`config.mk`:
```
export PLATFORM = sky130hd
export DESIGN_NAME = amfco_fin
export DESIGN_NICKNAME = d
export VERILOG_FILES = /design/src/design/amfco_pkg.sv /design/src/design/amfco_fin.sv
export SDC_FILE = /design/constraint.sdc
export NUM_CORES = 1
export LEC_CHECK = 0
export BUFFER_PORTS_ARGS = -buffer_cell sky130_fd_sc_hd__clkbuf_2
export CORE_AREA = 2 2 339 341
export CTS_CLUSTER_DIAMETER = 200
export DETAILED_ROUTE_END_ITERATION = 10
export DIE_AREA = 0 0 341 343
export GPL_ROUTABILITY_DRIVEN = 1
export PLACE_DENSITY = 0.37
export SLEW_MARGIN = 20
export SYNTH_ARGS = -nofsm -noshare
export SYNTH_HDL_FRONTEND = slang
export SYNTH_SLANG_ARGS = --single-unit
```
`constraint.sdc`:
```
create_clock -name clk -period 17.1 [get_ports clk]
set_input_delay 4.275 -clock clk [delete_from_list [all_inputs] [get_ports clk]]
set_output_delay 4.275 -clock clk [all_outputs]
set_load 0.05 [all_outputs]
```
`src/design/amfco_pkg.sv`:
```
package amfco_pkg;

  localparam int COORD_BITS = 24;
  localparam int CW  = COORD_BITS;
  localparam int UW  = CW + 2;          // 2*offset - chord
  localparam int SQW = 2 * CW + 2;      // squares
  localparam int RK  = CW + 2;          // root bits
  localparam int RN  = 2 * RK;          // radicand bits
  localparam int NB  = CW + UW;         // dividend / quotient bits
  localparam int DW  = RK;              // divisor bits
  localparam int MW  = NB + 2;          // unclamped midpoint

  typedef enum logic [1:0] {
    ST_OK   = 2'd0,
    ST_HALF = 2'd1,
    ST_LONG = 2'd2,
    ST_SAT  = 2'd3
  } amfco_status_t;

  localparam logic signed [CW-1:0] MID_MAX = {1'b0, {(CW-1){1'b1}}};
  localparam logic signed [CW-1:0] MID_MIN = {1'b1, {(CW-1){1'b0}}};

  typedef struct packed {
    logic signed [CW-1:0] start_x;
    logic signed [CW-1:0] start_y;
    logic signed [CW-1:0] end_x;
    logic signed [CW-1:0] end_y;
    logic signed [CW-1:0] end_z;
    logic signed [CW-1:0] center_off_x;
    logic signed [CW-1:0] center_off_y;
  } amfco_in_t;

  typedef struct packed {
    logic signed [CW-1:0] mid_x;
    logic signed [CW-1:0] mid_y;
    logic signed [CW-1:0] mid_z;
    logic [1:0]           status;
  } amfco_out_t;

  // everything one item carries down the pipe
  typedef struct packed {
    logic signed [CW:0]   cx;
    logic signed [CW:0]   cy;
    logic signed [CW-1:0] hx;
    logic signed [CW-1:0] hy;
    logic signed [CW-1:0] z;
    logic                 ux_neg;
    logic                 uy_neg;
    logic [UW-1:0]        ux_m;
    logic [UW-1:0]        uy_m;
    logic [CW-1:0]        ox_m;
    logic [CW-1:0]        oy_m;
    logic [CW:0]          dx_m;
    logic [CW:0]          dy_m;
    logic                 lt;
    logic                 eq;
    logic [SQW-1:0]       sq_ox;
    logic [SQW-1:0]       sq_oy;
    logic [SQW-1:0]       sq_dx;
    logic [SQW-1:0]       sq_dy;
    logic [RN-1:0]        rem_r;
    logic [RN-1:0]        rem_h;
    logic [RK-1:0]        root_r;
    logic [RK-1:0]        root_h;
    logic [NB-1:0]        num_x;
    logic [NB-1:0]        num_y;
    logic [DW:0]          dr_x;
    logic [DW:0]          dr_y;
  } amfco_pipe_t;

endpackage

```
`src/design/amfco_fin.sv`:
```
module amfco_fin (
  input  logic                    clk,
  input  logic                    rst_n,
  input  logic                    en,
  input  logic                    valid_i,
  input  amfco_pkg::amfco_pipe_t  pipe_i,
  output logic                    out_valid,
  output amfco_pkg::amfco_out_t   out_item
);
  import amfco_pkg::*;

  localparam logic signed [MW-1:0] MAX_W = MW'(MID_MAX);
  localparam logic signed [MW-1:0] MIN_W = MW'(MID_MIN);

  // {saturated, clamped value}
  function automatic logic [CW:0] clamp_f(input logic signed [MW-1:0] v);
    logic [CW:0] res;
    if (v > MAX_W) begin
      res = {1'b1, MID_MAX};
    end else if (v < MIN_W) begin
      res = {1'b1, MID_MIN};
    end else begin
      res = {1'b0, v[CW-1:0]};
    end
    return res;
  endfunction

  logic                 rnd_x, rnd_y;
  logic [NB:0]          q_x, q_y;
  logic signed [MW-1:0] cxw, cyw, qxw, qyw, vx, vy;
  logic [CW:0]          kx, ky;
  logic                 out_valid_r;
  amfco_out_t           out_item_r, out_item_nxt;

  always_comb begin
    rnd_x = {pipe_i.dr_x, 1'b0} >= {2'b00, pipe_i.root_h};
    rnd_y = {pipe_i.dr_y, 1'b0} >= {2'b00, pipe_i.root_h};
    q_x   = {1'b0, pipe_i.num_x} + (NB+1)'(rnd_x);
    q_y   = {1'b0, pipe_i.num_y} + (NB+1)'(rnd_y);
    cxw   = {{(MW-CW-1){pipe_i.cx[CW]}}, pipe_i.cx};
    cyw   = {{(MW-CW-1){pipe_i.cy[CW]}}, pipe_i.cy};
    qxw   = {1'b0, q_x};
    qyw   = {1'b0, q_y};
    vx    = pipe_i.ux_neg ? cxw + qxw : cxw - qxw;
    vy    = pipe_i.uy_neg ? cyw + qyw : cyw - qyw;
    kx    = clamp_f(vx);
    ky    = clamp_f(vy);

    out_item_nxt.mid_z = pipe_i.z;
    if (pipe_i.lt || pipe_i.eq) begin
      out_item_nxt.mid_x  = pipe_i.hx;
      out_item_nxt.mid_y  = pipe_i.hy;
      out_item_nxt.status = pipe_i.lt ? ST_LONG : ST_HALF;
    end else begin
      out_item_nxt.mid_x  = kx[CW-1:0];
      out_item_nxt.mid_y  = ky[CW-1:0];
      out_item_nxt.status = (kx[CW] || ky[CW]) ? ST_SAT : ST_OK;
    end
  end

  always_ff @(posedge clk) begin
    if (!rst_n) begin
      out_valid_r <= 1'b0;
    end else if (en) begin
      out_valid_r <= valid_i;
    end
  end

  always_ff @(posedge clk) begin
    if (en) begin
      out_item_r <= out_item_nxt;
    end
  end

  assign out_valid = out_valid_r;
  assign out_item  = out_item_r;

endmodule

```
### Word-level counts from Yosys, hierarchy flattened

Index checks and enable logic that the tools add are counted.

* register bits: 75
* logic and storage cells: 29
* input port bits: 790
* output and inout port bits: 75

* order comparisons: 6
* multiplexer cells: 10
* reductions and logical operators: 2
* add/subtract/negate cells: 6

Operators by type and width (count)
* 25-bit by 52-bit adder with 52-bit output: 2
* 52-bit by 24-bit > comparator with 1-bit output (second input constant): 2
* 52-bit by 24-bit < comparator with 1-bit output (second input constant): 2
* 52-bit two-way mux: 2
* 25-bit by 52-bit subtractor with 52-bit output: 2
* 50-bit by 1-bit adder with 51-bit output: 2
* 25-bit two-way mux: 4
* 28-bit by 26-bit greater-or-equal comparator with 1-bit output: 2
* 48-bit two-way mux: 1
* 2-bit two-way mux: 3
* 1-bit logical OR: 2

### Longest topological paths before layout

Gate-level depths: netlist of the first run.

* depth in word-level cells: 10
* gate-level depth with buffers: 46
* gate-level depth less buffers: 41

### Worst setup path after synthesis of the first run

No wires, ideal clock.

* path type: input port to flip-flop
* start point: in pipe_i[159] (netlist bit)
* end point: reg out_item_r (netlist bit out_item[0]) (data pin)
* data required time: 16.828 ns
* path buffers: 4
* data arrival time: 12.647 ns
* library setup time: 0.272 ns
* slack: 4.181 ns
* stages: 44
* cells stage by stage: inv_1 > ha_1 > a21o_1 > a21o_1 > a21o_1 > a21o_1 > a21o_1 > a21o_1 > a211oi_1 > o21a_1 > o21ai_0 > a21o_1 > a2111oi_0 > o21ai_0 > ha_1 > ha_1 > buf_2 > nand3_1 > [... 8 more ...] > nand2_1 > nor2_1 > a21oi_1 > xnor2_1 > ha_1 > buf_2 > nand2_1 > o21ai_0 > a31oi_1 > o2111a_1 > and4_1 > nor4_1 > nand4_1 > or4_1 > nor4_1 > o2bb2ai_4 > buf_4 > a41oi_1

RTL lines
* start: declaration: RTL line amfco_fin.sv:6 `input amfco_pkg::amfco_pipe_t pipe_i,`
* end signal: assignment: RTL line amfco_fin.sv:71 `out_item_r <= out_item_nxt;`
* end: declaration: RTL line amfco_fin.sv:33 `amfco_out_t out_item_r, out_item_nxt;`

==> impl_metrics.py, run 1 <==
metrics = {
    "logic_synthesis": {
        "synth_warnings": 0,
        "postSynthAreaPerCell_um2": 7.22,
        "synth_fp_nets": 3388,
        "synthTopCellsByCount": "nand2_1 (248), nor2_1 (213), a21oi_1 (203)",
        "syn-cell-area_um2": 17500,
        "yosys.area.top_type": "edfxtp_1",
        "syn-instance-count": 2426,
        "ys_seq_elements": 75,
        "yosysSeqAreaShare_pct": 12.8,
        "synth_ff_type": "edfxtp_1",
        "synth_top_area_share_pct": 12.7,
        "synth_edf_count": 74,
        "async_flop_share_pct": 0,
        "synth_most_common_cell": "nand2_1",
        "synth.distinct_cells": 100,
        "synthTopCellsByArea": "edfxtp_1 (13%), ha_1 (12%), xnor2_1 (8.9%), a21oi_1 (5.8%), nand2_1 (5.3%)",
    },
    "floorplanning": {
        "coreArea_um2": 113000,
        "die_w_um": 341,
        "pin_count": 865,
        "die-area_um2": 117000,
        "fp.dieH_um": 343,
        "std_cell_rows": 124,
        "start_util_pct": 15.4,
    },
    "finish": {
        "areaGrowthSynthToFinish_pct": 21.8,
        "nFillCells": 13000,
        "drive_gt1_share_pct": 17.9,
        "layout.cells.non_filler": 4244,
        "nNetsFinal": 3687,
        "stdcell_area_um2": 21300,
    },
    "place": {
        "portBuffers": 384,
        "dp_hpwl_mm": 74.9,
        "dpl_cell_area_um2": 21000,
        "dpl.cell_count": 4226,
        "gp_congestion": 0.869,
    },
    "sta": {
        "max_freq_mhz": 64.6,
        "skew_ns": 0,
        "rsz0062_at_grt": "no",
        "setup_viol": 0,
        "finalWorstPathRequiredPeriod_ns": 15.48,
        "finalHoldViolations": 0,
        "slew_headroom_pct": 38.7,
        "worstMarginPinSlew_ns": 0.894,
        "slew_viol_final": 0,
        "period_share_pct": 90.5,
        "setup-tns-final_ns": 0,
    },
    "global_routing": {
        "grt-ovfl-total": 0,
        "grt_pass1_wl_mm": 125,
        "track_usage_pct": 14.3,
        "antenna_found_initial": 37,
        "grt_max_degree": 59,
        "grt_pass1_vias": 19100,
    },
    "clocking": {
        "cts_resized": 0,
        "post-cts-setup-buffers": 0,
        "numCtsBuffers": 9,
        "root_buffer": "clkbuf_16",
        "clk_latency_ns": 0.39,
        "clk_pin_slew_ns": 0.07,
        "cts_tree": "done",
        "cts_sinks": 75,
        "cts_buffer_depth": 2,
        "holdBufCountCts": 0,
        "ctsHtreeMaxLevel": 3,
    },
    "routing": {
        "drc_errors": 0,
        "first_iter_violations": 1017,
        "detail_route.wl_per_cell_um": 20.4,
        "postRouteAntennaNets": 0,
        "first_pass_iters": 5,
        "vias": 19600,
        "routed_via_density": 4.61,
        "wirelength_mm": 86.5,
    },
    "critical_path": {
        "worstSetupPathType": "in2reg",
        "cp_top_family": "compound AO/OA/AOI/OAI gates",
        "critPathArrivalTime_ns": 15.74,
        "start_kind": "input port",
        "cp_max_fo": 21,
        "crit_buf_inv": 5,
        "critPathMostFrequentCell": "a21o_1",
        "cp.required_ns": 17.36,
        "critPathCaptureType": "flop",
        "crit_path_max_incr_delay_ns": 0.53,
        "critPathSlowestCell": "or4_1",
    },
    "pwr": {
        "total_power_w": 0.00132,
        "p_per_area_nw_per_um2": 62.1,
        "p_leak_nw": 8.43,
        "vdd_drop_max_v": 0.0000390,
    },
    "outcome": {
        "status": "complete, no violations",
    },
    "worst_hold_path": {
        "hold_class": "reg2reg",
    },
    "job": {
        "cap_viol_max_count": 0,
    },
}
[layout by cell type (no fill, tap or decap), drive strengths merged, types with 9 or more instances in the layout]
cell type	netlist	layout
xnor2	178	178
or2	9	9
a31oi	88	88
nand2	249	249
or4	13	13
nor2	214	214
a2111oi	15	15
or3	31	31
inv	83	85
o21a	18	18
and4	35	35
o21ai	139	139
nand4	97	97
nand3	93	93
a31o	10	10
nor2b	11	11
mux2i	15	15
buf	37	22
o31ai	13	13
nor4	33	33
nand2b	14	14
xor2	78	78
ha	170	170
o211ai	26	26
a211oi	38	38
nor3b	9	9
o21bai	11	11
nor3	70	70
a21oi	203	203
and2	23	23
a21o	61	61
and3	52	52
edfxtp	74	74
clkbuf	80	393
mux2	13	13
[final timing paths]
path / start / cells after the start / end / slack, ns
min reg2reg: out_valid / 2 / out_valid / 0.53
min: out_valid / 2 / out_valid / 0.53
max reg2reg: out_valid / 2 / out_valid / 16.50
max: pipe_i[4] / 45 / out_item[45] / 1.62
[power breakdown]
part / switching, W / internal, W / total, W
Combinational: 0.000577 / 0.000291 / 0.000869
Sequential: 0.00000921 / 0.000225 / 0.000234
Clock: 0.000104 / 0.000119 / 0.000222
Total: 0.000690 / 0.000635 / 0.00132
[state kept, by name, indices dropped and copies added, names as in the netlist]
name	cells
out_valid	1
out_item	74
[worst min-delay path, delay by kind of cell, from the launching register on]
family | cells | cell delay (ns)
mux | 1 | 0.12
simple gates | 1 | 0.06
flops | 1 | 0.31
[per-stage QoR]
step	setup slack, ns	utilization (%)	hold WS, ns
4_1_cts	1.56	18.8	0.535
2_1_floorplan	4.18	-	0.743
3_5_place_dp	1.18	18.5	0.524
3_3_place_gp	1.10	18.5	0.528
5_1_grt	0.956	18.8	0.580
6_report	1.62	18.8	0.530
[final cells by class]
class | instances | area (um^2) | area share [%]
multi-input combinational | 2151 | 14500 | 67.9
sequential | 75 | 2240 | 10.5
timing repair buffer | 405 | 2080 | 9.76
tap | 1512 | 1890 | 8.87
inverter | 83 | 312 | 1.46
clock buffer | 10 | 239 | 1.12
clock inverter | 6 | 71.3 | 0.334
antenna | 2 | 5.00 | 0.0235
[kinds of logic (layout without fill, tap and decap cells)]
kind of cell,count (synthesis),after routing,synth area share (%)
and+or+nand+nor,985,985,29.6
AOI/OAI and AO/OA,710,710,26.1
xor gates and xnor gates,256,256,12.8
buffers and inverters,200,504,4.60
adders and majority gates,172,172,12.4
DFF,75,75,12.8
muxes,28,28,1.71
other,0,2,0
[metal layers]
layer	wire length, um	vias up	track usage (%)
met5	221	-	0
met4	680	36	1.56
met3	4860	69	3.49
met2	40100	440	23.9
met1	40600	9260	19.1
li1	-	9754	-
Power figures use the tool's default switching activity.
==> run 2: changes to the inputs <==
--- a/config.mk
+++ b/config.mk
@@ -5,13 +5,14 @@
 export SDC_FILE = /design/constraint.sdc
 export NUM_CORES = 1
 export LEC_CHECK = 0
+export ABC_AREA = 1
 export BUFFER_PORTS_ARGS = -buffer_cell sky130_fd_sc_hd__clkbuf_2
-export CORE_AREA = 2 2 339 341
+export CORE_AREA = 2 2 336 338
 export CTS_CLUSTER_DIAMETER = 200
 export DETAILED_ROUTE_END_ITERATION = 10
-export DIE_AREA = 0 0 341 343
+export DIE_AREA = 0 0 338 340
 export GPL_ROUTABILITY_DRIVEN = 1
-export PLACE_DENSITY = 0.37
+export PLACE_DENSITY = 0.4
 export SLEW_MARGIN = 20
 export SYNTH_ARGS = -nofsm -noshare
 export SYNTH_HDL_FRONTEND = slang
==> run 2 against run 1 <==
Compared with the run above: worst setup slack improved by 2.4 ns; total power increased by 5.3%; sequential share of layout area decreased by 1.4 points; hold slack improved by 0.013 ns; non-clock buffer count decreased by 16; fmax increased by 18%; flip-flop and latch count unchanged; synthesized cell count increased by 59%; die area decreased by 1.7%; via count increased by 27%; core utilization increased by 3.2 points; critical endpoint is now out_item[55]; largest cell class unchanged; largest power group unchanged; highest routed layer unchanged.
==> impl_metrics.py, run 2 <==
metrics = {
    "global_routing": {
        "grt-ovfl-total": 0,
        "grt_pass1_vias": 23600,
        "grt_pass1_wl_mm": 165,
        "grt_max_degree": 59,
        "track_usage_pct": 20.1,
        "antenna_found_initial": 56,
    },
    "routing": {
        "postRouteAntennaNets": 0,
        "routed_via_density": 4.33,
        "first_pass_iters": 6,
        "wirelength_mm": 117,
        "first_iter_violations": 1775,
        "drc_errors": 0,
        "vias": 24900,
        "detail_route.wl_per_cell_um": 20.3,
    },
    "place": {
        "portBuffers": 384,
        "gp_congestion": 1.00,
        "dpl_cell_area_um2": 24200,
        "dp_hpwl_mm": 106,
    },
    "sta": {
        "holdWs_ns": 0.544,
        "setup-tns-final_ns": 0,
        "rsz0062_at_grt": "no",
        "skew_ns": 0,
        "slew_headroom_pct": 28.1,
        "setup_viol": 0,
        "max_freq_mhz": 76.2,
        "finalHoldViolations": 0,
        "finalWorstPathRequiredPeriod_ns": 13.12,
        "period_share_pct": 76.7,
        "slew_viol_final": 0,
        "worstMarginPinSlew_ns": 1.08,
    },
    "clocking": {
        "cts_resized": 0,
        "root_buffer": "clkbuf_16",
        "cts_sinks": 75,
        "ctsHtreeMaxLevel": 3,
        "numCtsBuffers": 9,
        "clk_pin_slew_ns": 0.07,
        "post-cts-setup-buffers": 0,
        "holdBufCountCts": 0,
        "clk_latency_ns": 0.38,
        "cts_buffer_depth": 2,
        "cts_tree": "done",
    },
    "logic_synthesis": {
        "postSynthAreaPerCell_um2": 5.31,
        "async_flop_share_pct": 0,
        "yosysSeqAreaShare_pct": 10.9,
        "synth_most_common_cell": "nand2_1",
        "syn-instance-count": 3865,
        "synth.distinct_cells": 54,
        "synth_ff_type": "edfxtp_1",
        "synthTopCellsByCount": "nand2_1 (1512), inv_1 (651), nor2_1 (496)",
        "synthTopCellsByArea": "nand2_1 (28%), inv_1 (12%), edfxtp_1 (11%), ha_1 (10%), nor2_1 (9.1%)",
        "synth_warnings": 0,
        "syn-cell-area_um2": 20500,
        "yosys.area.top_type": "nand2_1",
        "synth_edf_count": 74,
        "synth_fp_nets": 4827,
        "synth_top_area_share_pct": 27.7,
        "ys_seq_elements": 75,
    },
    "floorplanning": {
        "die_w_um": 338,
        "std_cell_rows": 123,
        "coreArea_um2": 112000,
        "fp.dieH_um": 340,
        "die-area_um2": 115000,
        "start_util_pct": 18.4,
        "pin_count": 865,
    },
    "outcome": {
        "status": "complete, no violations",
    },
    "finish": {
        "final_common_cell": "nand2_1",
        "areaGrowthSynthToFinish_pct": 19.5,
        "final_cell_mix": "nand2_1 (1512), inv_1 (651), nor2_1 (495), clkbuf_2 (383), nand3_1 (208)",
        "nNetsFinal": 5199,
        "stdcell_area_um2": 24500,
        "fin_util_pct": 22.0,
        "largest_register_ffs": 74,
        "drive_gt1_share_pct": 12.7,
        "nFillCells": 13200,
    },
    "pwr": {
        "switching_share_pct": 56.5,
        "p_leak_nw": 13.3,
        "pwr-share-seq_pct": 16.6,
        "vdd_drop_max_v": 0.0000399,
        "p_sw_w": 0.000788,
        "p_per_area_nw_per_um2": 56.9,
        "internal_power_w": 0.000608,
        "power_frac_comb_pct": 68.1,
        "clkPwrFrac_pct": 15.4,
    },
    "critical_path": {
        "cp_top_family": "simple AND/OR/NAND/NOR gates",
        "worstSetupPathType": "in2reg",
        "critPathMostFrequentCell": "nand2_1",
        "crit_path_max_incr_delay_ns": 0.80,
        "critPathArrivalTime_ns": 13.17,
        "start_kind": "input port",
        "crit_buf_inv": 7,
        "critPathCaptureType": "flop",
        "cp_max_fo": 21,
        "cp.required_ns": 17.15,
        "critPathSlowestCell": "nor2_4",
    },
    "worst_hold_path": {
        "hold_class": "reg2reg",
    },
    "job": {
        "cap_viol_max_count": 0,
    },
}
[run 2: cell count changes after synthesis, moves of 35 or more]
cell	change
inv_1	+568
and4_1	-35
a21oi_1	-68
a21o_1	-55
and3_1	-52
o21ai_0	-58
a31oi_1	-81
nor2_2	+36
nand3_1	+116
nand3b_1	+38
clkbuf_1	-69
nand2_1	+1264
xnor2_1	-130
nor2_1	+283
[run 2: worst paths after layout]
kind	startpoint	end	slack [ns]	cells past startpoint
setup / recovery	pipe_i[161]	out_item[55]	3.98	48
hold / removal	out_valid	out_valid	0.54	2
setup reg to reg	out_valid	out_valid	16.44	2
hold reg to reg	out_valid	out_valid	0.54	2
[run 2: layout make-up]
type	instances	area (um^2)	share of cell area, %
flip-flops and latches	75	2240	9.14
diodes	15	37.5	0.153
inverters	663	2490	10.2
clock buffers	10	229	0.934
well taps	1500	1880	7.65
clock inverters	6	63.8	0.260
multi-input cells	3099	15600	63.7
repair buffers	389	1960	8.00
[run 2: stage by stage]
stage	total power, W	cells	setup slack [ns]
after floorplan	0.000836	3865	7.03
after global placement	0.00118	5726	3.35
after global routing	0.00151	5747	3.13
final	0.00140	5757	3.98
after CTS	0.00140	5742	3.81
after detailed placement	0.00118	5726	3.38
[run 2: power groups by stage]
| stage | Sequential [W] | Combinational (W) | Clock, W |
|---|---|---|---|
| after floorplan | 0.000297 | 0.000540 | 0 |
| after global placement | 0.000235 | 0.000942 | 0 |
| after detailed placement | 0.000236 | 0.000940 | 0 |
| after CTS | 0.000232 | 0.000944 | 0.000222 |
| after global routing | 0.000233 | 0.00105 | 0.000227 |
| final | 0.000231 | 0.000950 | 0.000214 |
[run 2: cell families after synthesis]
logic type / count (synthesis) / synth area share (%)
DFF: 75 / 10.9
and+or+nand+nor: 2488 / 50.9
AOI/OAI and AO/OA: 280 / 7.79
xor gates and xnor gates: 159 / 6.82
adders and majority gates: 172 / 10.6
buffers and inverters: 691 / 13.0
[run 2: tightest hold or removal path: stages, from the launching register on]
cell and delay [ns]:
dfxtp_1 0.30, o21ai_0 0.15, a21oi_1 0.04
[run 2: routing by layer]
layer | up-vias | part of all wire [%] | global-route usage [%]
li1 | 12800 | - | -
met1 | 11200 | 46 | 27.5
met2 | 722 | 45 | 32.5
met3 | 153 | 6.1 | 3.63
met4 | 38 | 2.3 | 4.94
met5 | - | 0.22 | 0
